## src/design/etc_pkg.sv

```systemverilog
// shared types for the eased tween channel block: request, result and channel record
// no dependencies; every other file of the block but etc_ram imports this package
package etc_pkg;

	localparam int CHANNELS_DEF      = 8;
	localparam int TABLE_ENTRIES_DEF = 1024;
	localparam int FRACTION_BITS_DEF = 16;

	typedef enum logic [1:0] {
		OP_TICK  = 2'd0,
		OP_START = 2'd1,
		OP_STOP  = 2'd2,
		OP_SNAP  = 2'd3
	} op_t;

	typedef struct packed {
		op_t                opcode;
		logic [2:0]         channel;
		logic signed [31:0] start_value;
		logic signed [31:0] end_value;
		logic [23:0]        duration_us;
		logic [2:0]         curve_kind;
		logic [23:0]        delta_us;
	} req_t;

	typedef struct packed {
		logic [2:0]         channel_out;
		logic signed [31:0] level;
		logic               is_running;
		logic               just_finished;
	} rsp_t;

	// one channel as it sits in the state memory
	typedef struct packed {
		logic signed [31:0] start_level;
		logic signed [31:0] end_level;
		logic signed [31:0] present_level;
		logic [23:0]        length_us;
		logic [23:0]        passed_us;
		logic               running;
		logic [2:0]         curve;
	} chan_t;

endpackage

```

## src/design/etc_div.sv

```systemverilog
// bit-serial restoring divider forming t = (num << FRACTION_BITS) / den, num below den
// depends on etc_pkg for the default fraction width
module etc_div import etc_pkg::*; #(
	parameter int FRACTION_BITS = FRACTION_BITS_DEF
) (
	input  logic                     clk,
	input  logic                     arst_n,
	input  logic                     start,
	input  logic [23:0]              num,
	input  logic [23:0]              den,
	output logic                     done,
	output logic [FRACTION_BITS-1:0] quot
);

	localparam int CW = $clog2(FRACTION_BITS + 1);

	logic [23:0]              rem_q;
	logic [23:0]              den_q;
	logic [FRACTION_BITS-1:0] quot_q;
	logic [CW-1:0]            cnt_q;
	logic                     busy_q;
	logic                     done_q;
	logic [24:0]              shl;
	logic                     fits;

	assign shl  = {rem_q, 1'b0};
	assign fits = shl >= {1'b0, den_q};

	always_ff @(posedge clk or negedge arst_n) begin
		if (!arst_n) begin
			busy_q <= 1'b0;
			done_q <= 1'b0;
			cnt_q  <= '0;
		end else if (start) begin
			rem_q  <= num;
			den_q  <= den;
			cnt_q  <= CW'(FRACTION_BITS);
			busy_q <= 1'b1;
			done_q <= 1'b0;
		end else if (busy_q) begin
			// remainder stays below den, so 24 bits hold it
			rem_q  <= fits ? 24'(shl - {1'b0, den_q}) : shl[23:0];
			quot_q <= {quot_q[FRACTION_BITS-2:0], fits};
			cnt_q  <= cnt_q - CW'(1);
			if (cnt_q == CW'(1)) begin
				busy_q <= 1'b0;
				done_q <= 1'b1;
			end
		end else begin
			done_q <= 1'b0;
		end
	end

	assign done = done_q;
	assign quot = quot_q;

endmodule

```

## config.mk

```make
export PLATFORM = sky130hd
export DESIGN_NAME = etc_div
export DESIGN_NICKNAME = d
export VERILOG_FILES = /design/src/design/etc_pkg.sv /design/src/design/etc_div.sv
export SDC_FILE = /design/constraint.sdc
export NUM_CORES = 1
export LEC_CHECK = 0
export ABC_AREA = 1
export BUFFER_PORTS_ARGS = -buffer_cell sky130_fd_sc_hd__buf_2
export CAP_MARGIN = 20
export CORE_AREA = 2 2 143 145
export CTS_CLUSTER_DIAMETER = 30
export DETAILED_ROUTE_END_ITERATION = 8
export DIE_AREA = 0 0 145 147
export GPL_ROUTABILITY_DRIVEN = 0
export PLACE_DENSITY = 0.41
export SLEW_MARGIN = 20
export SYNTH_ARGS = -nofsm -noshare
export SYNTH_HDL_FRONTEND = slang
export SYNTH_SLANG_ARGS = --single-unit
```

## constraint.sdc

```tcl
create_clock -name clk -period 2.26 [get_ports clk]
set_input_delay 0.339 -clock clk [delete_from_list [all_inputs] [get_ports clk]]
set_output_delay 0.339 -clock clk [all_outputs]
set_load 0.05 [all_outputs]
```

==> results.toml <==
[outcome]
outcome = "complete, no violations"

[worst_setup_path]
r2r_setup_slack_ns = 0.09
reg2reg_depth = 13
start_kind = "register"
required_ns = 2.36
end_kind = "register"
path_class = "reg -> reg"
cpMaxStageDelayCell = "edfxtp_1"
crit_top_cell = "nand2_1"
rr_endpoint = "rem_q[0]$_DFFE_PP_"
timing.critical_path.from = "rem_q[19]$_DFFE_PP_"
max_stage_delay_ns = 0.44
worstPathArrival_ns = 2.27
crit_chain = "ha_4 > nand2_1 > inv_2 > nand2_1 > nand2_1 > nand2_1 > nand2_1 > a21oi_4 > buf_6 > nand3_4 > clkbuf_16 > nand3_1 > nand2_1"
cp_max_fo = 7
reg2reg_from = "rem_q[19]$_DFFE_PP_"

[timing]
period_share_pct = 96.0
maxSlewViolCount = 0
fin_crit_ns = 2.17
clock.fmax_mhz = 461
hold_violations = 0
slew_headroom_pct = 73.6
rsz0062_at_grt = "yes"
finalSetupViolCount = 0
whs_ns = 0.165
worst_slew_pin_slew_ns = 0.396
finClkSkew_ns = 0.00808

[route]
vias_per_cell = 4.13
drt-initial-drc-count = 219
drtPass1Iterations = 4
ant_nets = 0
drc = 0
postRouteWirelength_mm = 14.4
routedWlPerCell_um = 13.9
vias = 4281

[grt]
grt_max_degree = 28
grt_pass1_wl_mm = 22.4
grt_pass1_vias = 4285
grt_antenna_before_repair = 0
grt_usage_pct = 13.5
grt_overflow = 0

[power_and_ir_drop]
leakage_nw = 3.19
cellPowerDensity_nw_per_um2 = 773
power_w = 0.00501
ir_worst_vdd_v = 0.000407

[floorplanning]
die_width_um = 145
die_area_um2 = 21300
io_pins = 68
core.rowCount = 52
start_util_pct = 24.5
dieHeight_um = 147
core-area_um2 = 19800

[finish]
areaGrowthSynthToFinish_pct = 33.2
drive_above_1_share_pct = 24.5
postLayoutCoreUtil_pct = 32.7
layout.nets = 839
num_antenna_cells = 0

[yosys]
synthesis.nets = 736
yosys.cell_types.count = 30
synthCells = 658
synth_area_um2 = 4870
ys_seq_area_share_pct = 43.1
synth_ff_type = "edfxtp_1"
async_reset_ff_share_pct = 9.86
synth_most_common_cell = "nand2_1"
synth.area.top_cells = "edfxtp_1 (39%), nand2_1 (19%), inv_1 (9.7%), ha_1 (6.7%), nand3_1 (4.4%)"
synth_edf_count = 64
syn_area_per_cell_um2 = 7.40
yosys.area.top_type = "edfxtp_1"
synthTopCellsByCount = "nand2_1 (251), inv_1 (126), edfxtp_1 (64)"
synth_top_area_share_pct = 39.5
ys_ff_latch = 71
yosys_warnings = 0

[hold_path]
hold_depth = 1
holdCritPathClass = "in -> reg"
min-delay-start = "den[17]"
holdPathEnd = "den_q[17]$_DFFE_PP_"

[clock_network]
root_buffer = "clkbuf_16"
cts_made_buffers = 9
clk_latency_ns = 0.35
cts_tree = "built"
clock_sinks = 71
h-tree-depth = 3
clk_pin_slew_worst_paths_ns = 0.06
cts_buffer_depth = 2

[placed_design]
hpwl_mm = 10.7
port_buffers = 67

[run]
max-cap-violations = 0
cell families (layout without fill, tap and decap cells):
| kind of cell | after synthesis | in the layout | synth area share, % |
|---|---|---|---|
| DFF | 71 | 71 | 43.1 |
| AOI/OAI and AO/OA | 21 | 21 | 2.44 |
| buffers and inverters | 152 | 260 | 12.2 |
| adders and majority gates | 27 | 27 | 7.10 |
| and+or+nand+nor | 376 | 376 | 33.2 |
| xor gates and xnor gates | 11 | 11 | 1.98 |
flip-flops by register name, summed over array words and instances (netlist names):
signal	cells
den_q	24
rem_q	24
quot	16
cnt_q	5
busy_q	1
done	1
worst max-delay path by stage:
stage / to / slack, ns / cells past startpoint
after floorplan: rem_q[0]$_DFFE_PP_ / 0.11 / 3
after global placement: rem_q[13]$_DFFE_PP_ / -0.02 / 12
after detailed placement: rem_q[16]$_DFFE_PP_ / -0.03 / 12
after CTS: rem_q[8]$_DFFE_PP_ / -0.03 / 12
after global routing: rem_q[13]$_DFFE_PP_ / -0.04 / 12
final: rem_q[0]$_DFFE_PP_ / 0.09 / 13
power by group:
| group | leakage, nW | internal (W) | switching (W) |
|---|---|---|---|
| combinational | 2.34 | 0.000717 | 0.000979 |
| clock | 0.156 | 0.00107 | 0.000570 |
| sequential | 0.695 | 0.00159 | 0.0000825 |
| total | 3.19 | 0.00338 | 0.00163 |
through the flow:
stage / TNS, ns / instances / cell area [µm²] / setup slack (ns)
6_report: 0 / 1036 / 6480 / 0.0901
5_1_grt: -0.0765 / 1036 / 6480 / -0.0362
4_1_cts: -0.278 / 1023 / 6020 / -0.0262
3_5_place_dp: -0.289 / 1006 / 5680 / -0.0258
3_3_place_gp: -0.109 / 1006 / 5680 / -0.0182
2_1_floorplan: 0 / 658 / 4870 / 0.106
critical path, delay by kind of cell, from the launching register on:
family | cells | cell delay [ns]
compound gates | 1 | 0.19
fa+ha+maj | 1 | 0.29
buf+inv | 3 | 0.38
flops | 1 | 0.44
simple gates | 8 | 0.64
metal layers:
metal	track usage, %	share of wire, %	vias up
met5	0	0	-
met4	4.75	2.4	0
met3	2.64	2.8	20
met2	22.1	46	70
met1	17.8	49	1921
li1	-	-	2270
timing repair:
| item | 4_1_cts | 5_1_grt |
|---|---|---|
| setup endpoints to repair | 20 | 24 |
| cloned | 0 | 3 |
| buffers inserted | 0 | 10 |
| gates resized for setup | 0 | 58 |
| endpoints found under the hold margin | 7 | 0 |
| hold buffers | 1 | 0 |
| pin swaps | 0 | 6 |
cell type report:
type                       count  area (µm²)
inverter                     139         522
sequential                    71        2100
clock buffer                  10         229
multi-input combinational    435        2460
tap                          270         338
timing repair buffer         105         727
fill                        2159       13400
clock inverter                 6         109
cells in the final DEF, fill, tap and decap left out, types with 2 or more instances in the layout:
cell	netlist	final
clkbuf_16	0	12
a21oi_1	14	13
nand2_4	0	2
o21ai_0	5	5
ha_1	26	6
nor3_1	3	3
nor2_2	4	12
nand3b_1	5	5
buf_2	6	67
ha_2	0	3
buf_6	2	3
clkinv_1	2	3
xnor2_1	9	9
bufinv_16	0	3
buf_4	0	27
inv_2	11	17
ha_4	0	17
xor2_1	2	2
buf_8	0	2
nand3_1	43	42
edfxtp_1	64	64
nand4_1	29	29
nand3_2	2	3
buf_12	0	2
dfrtp_1	7	7
nor2_1	32	24
clkinvlp_4	0	2
inv_1	126	120
nand2_2	2	9
nand2_1	251	242
No activity file was read; power rests on OpenSTA's default activity.
