===== config.mk =====
export PLATFORM = sky130hd
export DESIGN_NAME = etc_ram
export DESIGN_NICKNAME = d
export VERILOG_FILES = /design/src/design/etc_ram.sv
export SDC_FILE = /design/constraint.sdc
export NUM_CORES = 1
export LEC_CHECK = 0
export BUFFER_PORTS_ARGS = -buffer_cell sky130_fd_sc_hd__clkbuf_2
export CORE_ASPECT_RATIO = 1.4
export CORE_MARGIN = 5
export CORE_UTILIZATION = 45
export DETAILED_ROUTE_END_ITERATION = 7
export PLACE_DENSITY = 0.74
export SKIP_CTS_REPAIR_TIMING = 1
export SLEW_MARGIN = 20
export SYNTH_ARGS = -nofsm -noshare
export SYNTH_HDL_FRONTEND = slang
export SYNTH_SLANG_ARGS = --single-unit

===== constraint.sdc =====
create_clock -name clk -period 0.86 [get_ports clk]
set_input_delay 0.043 -clock clk [delete_from_list [all_inputs] [get_ports clk]]
set_output_delay 0.043 -clock clk [all_outputs]
set_load 0.02 [all_outputs]

===== src/design/etc_ram.sv =====
// generic single-port-write, single-port-read memory with registered read data
// no dependencies
module etc_ram #(
	parameter int WIDTH = 8,
	parameter int DEPTH = 2,
	localparam int AW = (DEPTH > 1) ? $clog2(DEPTH) : 1
) (
	input  logic             clk,
	input  logic             we,
	input  logic [AW-1:0]    waddr,
	input  logic [WIDTH-1:0] wdata,
	input  logic             re,
	input  logic [AW-1:0]    raddr,
	output logic [WIDTH-1:0] rdata
);

	logic [WIDTH-1:0] mem [DEPTH];

	always_ff @(posedge clk) begin
		if (we) begin
			mem[waddr] <= wdata;
		end
		if (re) begin
			rdata <= mem[raddr];
		end
	end

endmodule


==> results.yml, run 1 <==
status:
  status: "finished with violations"
  violations: "setup timing"
cts:
  clock_pin_slew_reported_for_the_worst_setup_and_hold_paths_after_clock_tree_synthesis_ns: 0.11
  clock_tree_from_tritoncts: "done"
  worstSkewPairLatency_ns: 0.31
  cts_made_buffers: 3
  h_tree_level_count: 1
  max-clock-path-buffers: 2
  numClockSinks: 24
  clk_root_buffer_cell: "sky130_fd_sc_hd__clkbuf_4"
route:
  ant_nets: 0
  route.detailed.wl_per_inst_um: 12.93
  firstDrtPassIters: 2
  detail_route.vias_per_cell: 4.759
  detail_route.drc_violations: 0
  iteration_0_drc_markers: 8
  num_vias: 414
  drt_wl_total_mm: 1.125
placement:
  buffer_ports.inserted: 20
  routabilityCongestion: 0.5716
cells_and_area:
  num_antenna_cells: 0
  flow.area_growth_from_synthesis_pct: 30.68
  number_of_nets_in_the_finished_design: 81
  fin_util: 0.6271
  final_layout_size_suffix_gt1_frac: 0.4776
global_route:
  grt_max_degree: 14
  first_pass_grt_wire_length_mm: 1.662
  grt_overflow: 0
  grt_util_met1: 0.07443
  grt_busiest_layer: "met2"
  grt_use_total: 0.08585
  first_global_vias: 412
  antenna_found_initial: 0
  globalRouteMet2Util: 0.1534
  grt.met3_usage: 0.02594
worst_setup_path:
  slowest_stage_cell_on_the_critical_path: "sky130_fd_sc_hd__edfxtp_1"
  reg2reg_launch_point: "mem[0][3]$_DFFE_PP_"
  critical_path.top_delay_family: "flip-flops"
  r2r.worst_path.cells: 1
  critical_path_peak_fanout: 1
  crit-reg2reg-capture: "rdata[3]$_DFFE_PP_"
  reg2reg_setup_slack_ns: -0.03
  cp_slowest_stage_delay_ns: 0.40
  cp_data_arrival_time_ns: 0.85
  endpoint_required_time_on_the_critical_path_ns: 0.82
  worstPathCellList: "buf_6"
  crit_buf_inv: 1
  critPathCaptureType: "primary output"
  startpoint_type: "flop"
  worst-setup-path-type: "flop to primary output"
  critical_path_cell_count: 1
synth:
  synth_cells: 35
  synth_edf_count: 24
  yosys.area.top_type_share: 0.8336
  synth_fp_nets: 48
  synth_top_cell_by_area: "sky130_fd_sc_hd__edfxtp_1"
  synth_ff_type: "sky130_fd_sc_hd__edfxtp_1"
  netlist_area_um2: 864.6
  synth_most_common_cell: "sky130_fd_sc_hd__edfxtp_1"
  synth.lib_cells_used.distinct: 5
  dominant_combinational_cell_family_by_area_after_synthesis: "multiplexers"
  syn_area_per_cell_um2: 24.70
  synth_simple_gate_area_frac: 0.01447
  synth_xor_xnor_area_share: 0
  synth-warning-count: 0
  share_of_flip_flops_with_an_asynchronous_set_or_reset: 0
  yosysSeqAreaShare: 0.8336
  synth_adder_area_share: 0
  muxShareOfSynthArea: 0.1389
  ys_ff_latch: 24
  synth-compound-area-share: 0
  synth_area_leaders: "sky130_fd_sc_hd__edfxtp_1, sky130_fd_sc_hd__mux2_4, sky130_fd_sc_hd__buf_6"
  synth_commonest_cells: "sky130_fd_sc_hd__edfxtp_1, sky130_fd_sc_hd__mux2_4, sky130_fd_sc_hd__and2_1, sky130_fd_sc_hd__buf_6, sky130_fd_sc_hd__nor2b_1"
die:
  std_cell_rows: 18
  dieWidth_um: 47.05
  die_area_um2: 2910
  initial_core_util: 0.4799
  design.core.area_um2: 1802
  dieHeight_um: 61.87
  top_level_pins: 21
timing:
  fin_worst_hold_slack_ns: 0.07311
  final_period_minus_worst_setup_slack_ns: 0.8959
  setup_viol: 16
  final_worst_path_cycle_share: 1.042
  rsz0062_at_grt: "true"
  worst_pin_slew_ns: 0.3493
  report.final.hold_viol_count: 0
  final.setup_skew_ns: 0.003917
  drv_slew: 0
  totalNegativeSetupSlack_ns: -0.4055
  fin_ws_ns: -0.03588
  max-slew-margin-rel: 0.7671
  fmaxAchievable_mhz: 1116
min_path:
  min-delay-start: "re"
  holdPathEnd: "rdata[7]$_DFFE_PP_"
  min_path_type: "primary input to flop"
  min_path_cells: 1
power_and_ir_drop:
  power.ir.vdd_worst_mv: 1.474
  leakage_nw: 0.4469
  power_per_cell_area_nw_per_um2: 1864
flow_run:
  max_cap_viol_count: 0
power breakdown:
group | internal [mW] | total (mW) | switching [mW]
Combinational | 0.139 | 0.236 | 0.0974
Clock | 0.170 | 0.467 | 0.297
Sequential | 1.38 | 1.40 | 0.0233
Total | 1.69 | 2.11 | 0.417
routing by layer:
metal	vias to the layer above	wire length, um
li1	200	-
met1	189	357
met2	21	628
met3	4	111
met4	0	28
met5	-	0
sequential cells by signal, indices dropped and copies added, names as in the netlist:
signal / count
mem: 16
rdata: 8
cells by family after synthesis:
family / count (synthesis)
buffers and inverters: 1
and+or+nand+nor: 2
DFF: 24
muxes: 8
layout make-up:
type	count	area (um2)
clock buffer	3	22.52
clock inverter	1	3.754
fill	138	671.9
multi-input combinational	10	132.6
sequential	24	720.7
tap	20	25.02
timing repair buffer	29	225.2
metrics by stage:
step                      cells  instance area (um2)  setup slack (ns)  power [mW]
after floorplan              35                864.6          0.009632       1.541
after global placement       75                985.9          -0.01189       1.606
after detailed placement     75                985.9          -0.02747       1.614
after CTS                    79                 1012          -0.05840       2.077
after global routing         87                 1130          -0.08816       2.211
final                        87                 1130          -0.03588       2.107
cells in the final DEF, fill, tap and decap left out, drive strengths merged:
| master | netlist | layout |
|---|---|---|
| edfxtp | 24 | 24 |
| clkbuf | 0 | 15 |
| buf | 1 | 9 |
| mux2 | 8 | 8 |
| dlygate4sd3 | 0 | 8 |
| nor2b | 1 | 1 |
| and2 | 1 | 1 |
| clkinv | 0 | 1 |
worst max path at each step:
stage / from / to / slack, ns
6_report: rdata[6]$_DFFE_PP_ / rdata[6] / -0.04
5_1_grt: rdata[0]$_DFFE_PP_ / rdata[0] / -0.09
4_1_cts: rdata[3]$_DFFE_PP_ / rdata[3] / -0.06
3_5_place_dp: raddr / rdata[3]$_DFFE_PP_ / -0.03
3_3_place_gp: raddr / rdata[5]$_DFFE_PP_ / -0.01
2_1_floorplan: mem[0][0]$_DFFE_PP_ / rdata[0]$_DFFE_PP_ / 0.01
Power figures use the tool's default switching activity.
==> run 2, diff against run 1 <==
ABC_AREA = 1   (was default)
CORE_UTILIZATION = 44   (was 45)
GPL_TIMING_DRIVEN = 0   (was default)
MAX_ROUTING_LAYER = met4   (was default)
PLACE_DENSITY = 0.73   (was 0.74)
==> results.yml, run 2 <==
status:
  status: "finished with violations"
  violations: "setup timing"
die:
  std_cell_rows: 18
  die_area_um2: 2898
  top_level_pins: 21
  dieHeight_um: 61.73
  dieWidth_um: 46.95
  initial_core_util: 0.4667
  design.core.area_um2: 1802
placement:
  routabilityCongestion: 0.5979
  buffer_ports.inserted: 19
  placement.setup.worst_slack_ns: -0.1791
  placed_area_um2: 960.9
  hpwl_um: 813
min_path:
  min_path_type: "primary input to flop"
cts:
  clock_tree_from_tritoncts: "done"
  clock_pin_slew_reported_for_the_worst_setup_and_hold_paths_after_clock_tree_synthesis_ns: 0.11
  clk_root_buffer_cell: "sky130_fd_sc_hd__clkbuf_4"
  h_tree_level_count: 1
  numClockSinks: 24
  max-clock-path-buffers: 2
  cts_made_buffers: 3
  worstSkewPairLatency_ns: 0.31
global_route:
  antenna_found_initial: 0
  grt_overflow: 0
  first_pass_grt_wire_length_mm: 1.642
  grt_max_degree: 13
  first_global_vias: 424
  grt_use_total: 0.09235
synth:
  syn_area_per_cell_um2: 15.57
  synth_top_cell_by_area: "sky130_fd_sc_hd__edfxtp_1"
  netlist_area_um2: 840.8
  synth.lib_cells_used.distinct: 6
  synth_most_common_cell: "sky130_fd_sc_hd__nand2_1"
  synth-warning-count: 0
  synth_ff_type: "sky130_fd_sc_hd__edfxtp_1"
  synth_commonest_cells: "sky130_fd_sc_hd__nand2_1, sky130_fd_sc_hd__edfxtp_1, sky130_fd_sc_hd__inv_1"
  synth_edf_count: 24
  share_of_flip_flops_with_an_asynchronous_set_or_reset: 0
  synth_cells: 54
  synth_area_leaders: "sky130_fd_sc_hd__edfxtp_1, sky130_fd_sc_hd__nand2_1, sky130_fd_sc_hd__buf_6"
  ys_ff_latch: 24
  yosysSeqAreaShare: 0.8571
  yosys.area.top_type_share: 0.8571
  synth_fp_nets: 67
worst_setup_path:
  crit_buf_inv: 1
  cp_data_arrival_time_ns: 0.84
  cp_slowest_stage_delay_ns: 0.40
  critical_path_peak_fanout: 1
  worstPathCellList: "buf_6"
  worst-setup-path-type: "flop to primary output"
  critPathCaptureType: "primary output"
  critical_path.top_delay_family: "flip-flops"
  slowest_stage_cell_on_the_critical_path: "sky130_fd_sc_hd__edfxtp_1"
  endpoint_required_time_on_the_critical_path_ns: 0.82
  startpoint_type: "flop"
route:
  num_vias: 466
  route.detailed.wl_per_inst_um: 10.57
  detail_route.vias_per_cell: 4.481
  drt_wl_total_mm: 1.099
  ant_nets: 0
  detail_route.drc_violations: 0
  iteration_0_drc_markers: 5
  firstDrtPassIters: 4
cells_and_area:
  commonest_non_fill_non_tap_cells_in_the_layout: "sky130_fd_sc_hd__nand2_1, sky130_fd_sc_hd__edfxtp_1, sky130_fd_sc_hd__clkbuf_2"
  flow.area_growth_from_synthesis_pct: 29.46
  num_antenna_cells: 0
  top_register: "mem"
  fin_util: 0.6042
  largest_registers_ranked_by_flip_flop_count: "mem (16), rdata (8)"
  largest_register_ff_count: 16
  fillerInstances: 155
  final_layout_size_suffix_gt1_frac: 0.2857
  number_of_nets_in_the_finished_design: 99
  design_area_um2: 1089
  final_common_cell: "sky130_fd_sc_hd__nand2_1"
timing:
  fmaxAchievable_mhz: 1126
  fin_ws_ns: -0.02786
  final.setup_skew_ns: 0.0008442
  report.final.hold_viol_count: 0
  max-slew-margin-rel: 0.5692
  final_period_minus_worst_setup_slack_ns: 0.8879
  fin_worst_hold_slack_ns: 0.04055
  final_worst_path_cycle_share: 1.032
  rsz0062_at_grt: "true"
  setup_viol: 8
  drv_slew: 0
  worst_pin_slew_ns: 0.6439
flow_run:
  max_cap_viol_count: 0
power_and_ir_drop:
  power.ir.vdd_worst_mv: 1.211
  power_per_cell_area_nw_per_um2: 1890
  power_mw: 2.057
  leakage_nw: 0.4609
-- run 2: cell type report --
class | count | area (um2) | share of cell area
repair buffers | 27 | 200.2 | 0.1839
flip-flops and latches | 24 | 720.7 | 0.6621
inverters | 3 | 11.26 | 0.01034
clock buffers | 3 | 22.52 | 0.02069
well taps | 20 | 25.02 | 0.02299
plain buffers | 1 | 11.26 | 0.01034
multi-input cells | 26 | 97.59 | 0.08966
-- run 2: logic make-up after synthesis --
family | count (synthesis) | synth area share
buffers and inverters | 4 | 0.02678
DFF | 24 | 0.8571
and+or+nand+nor | 26 | 0.1161
-- run 2: final timing paths --
path                       start            endpoint  slack (ns)  depth (start not counted)
min reg2reg  mem[0][0]$_DFFE_PP_  rdata[0]$_DFFE_PP_        0.52                          2
min                        raddr  rdata[2]$_DFFE_PP_        0.04                          3
max reg2reg  mem[0][7]$_DFFE_PP_  rdata[7]$_DFFE_PP_        0.12                          2
max           rdata[1]$_DFFE_PP_            rdata[1]       -0.03                          1
-- run 2: power breakdown --
part           switching (mW)  leakage [nW]  internal [mW]
clock                   0.292        0.0138          0.164
sequential             0.0202         0.230           1.38
combinational           0.106         0.217         0.0952
total                   0.419         0.461           1.64
-- run 2: worst min-delay path: stages --
cell and delay [ns]:
sky130_fd_sc_hd__buf_6 0.11, sky130_fd_sc_hd__nand2_1 0.05, sky130_fd_sc_hd__nand2_1 0.05
-- run 2: stage by stage --
stage	cells	setup TNS, ns
final	104	-0.1627
after global routing	104	-0.4822
after CTS	96	-0.3695
after detailed placement	93	-1.431
after global placement	93	-1.237
after floorplan	54	0
-- run 2: per-layer routing --
metal / track usage / part of all wire / vias to the layer above
met5: - / 0 / -
met4: 0.09486 / 0.041 / 0
met3: 0.03458 / 0.091 / 5
met2: 0.1437 / 0.54 / 17
met1: 0.07885 / 0.33 / 201
li1: - / - / 243
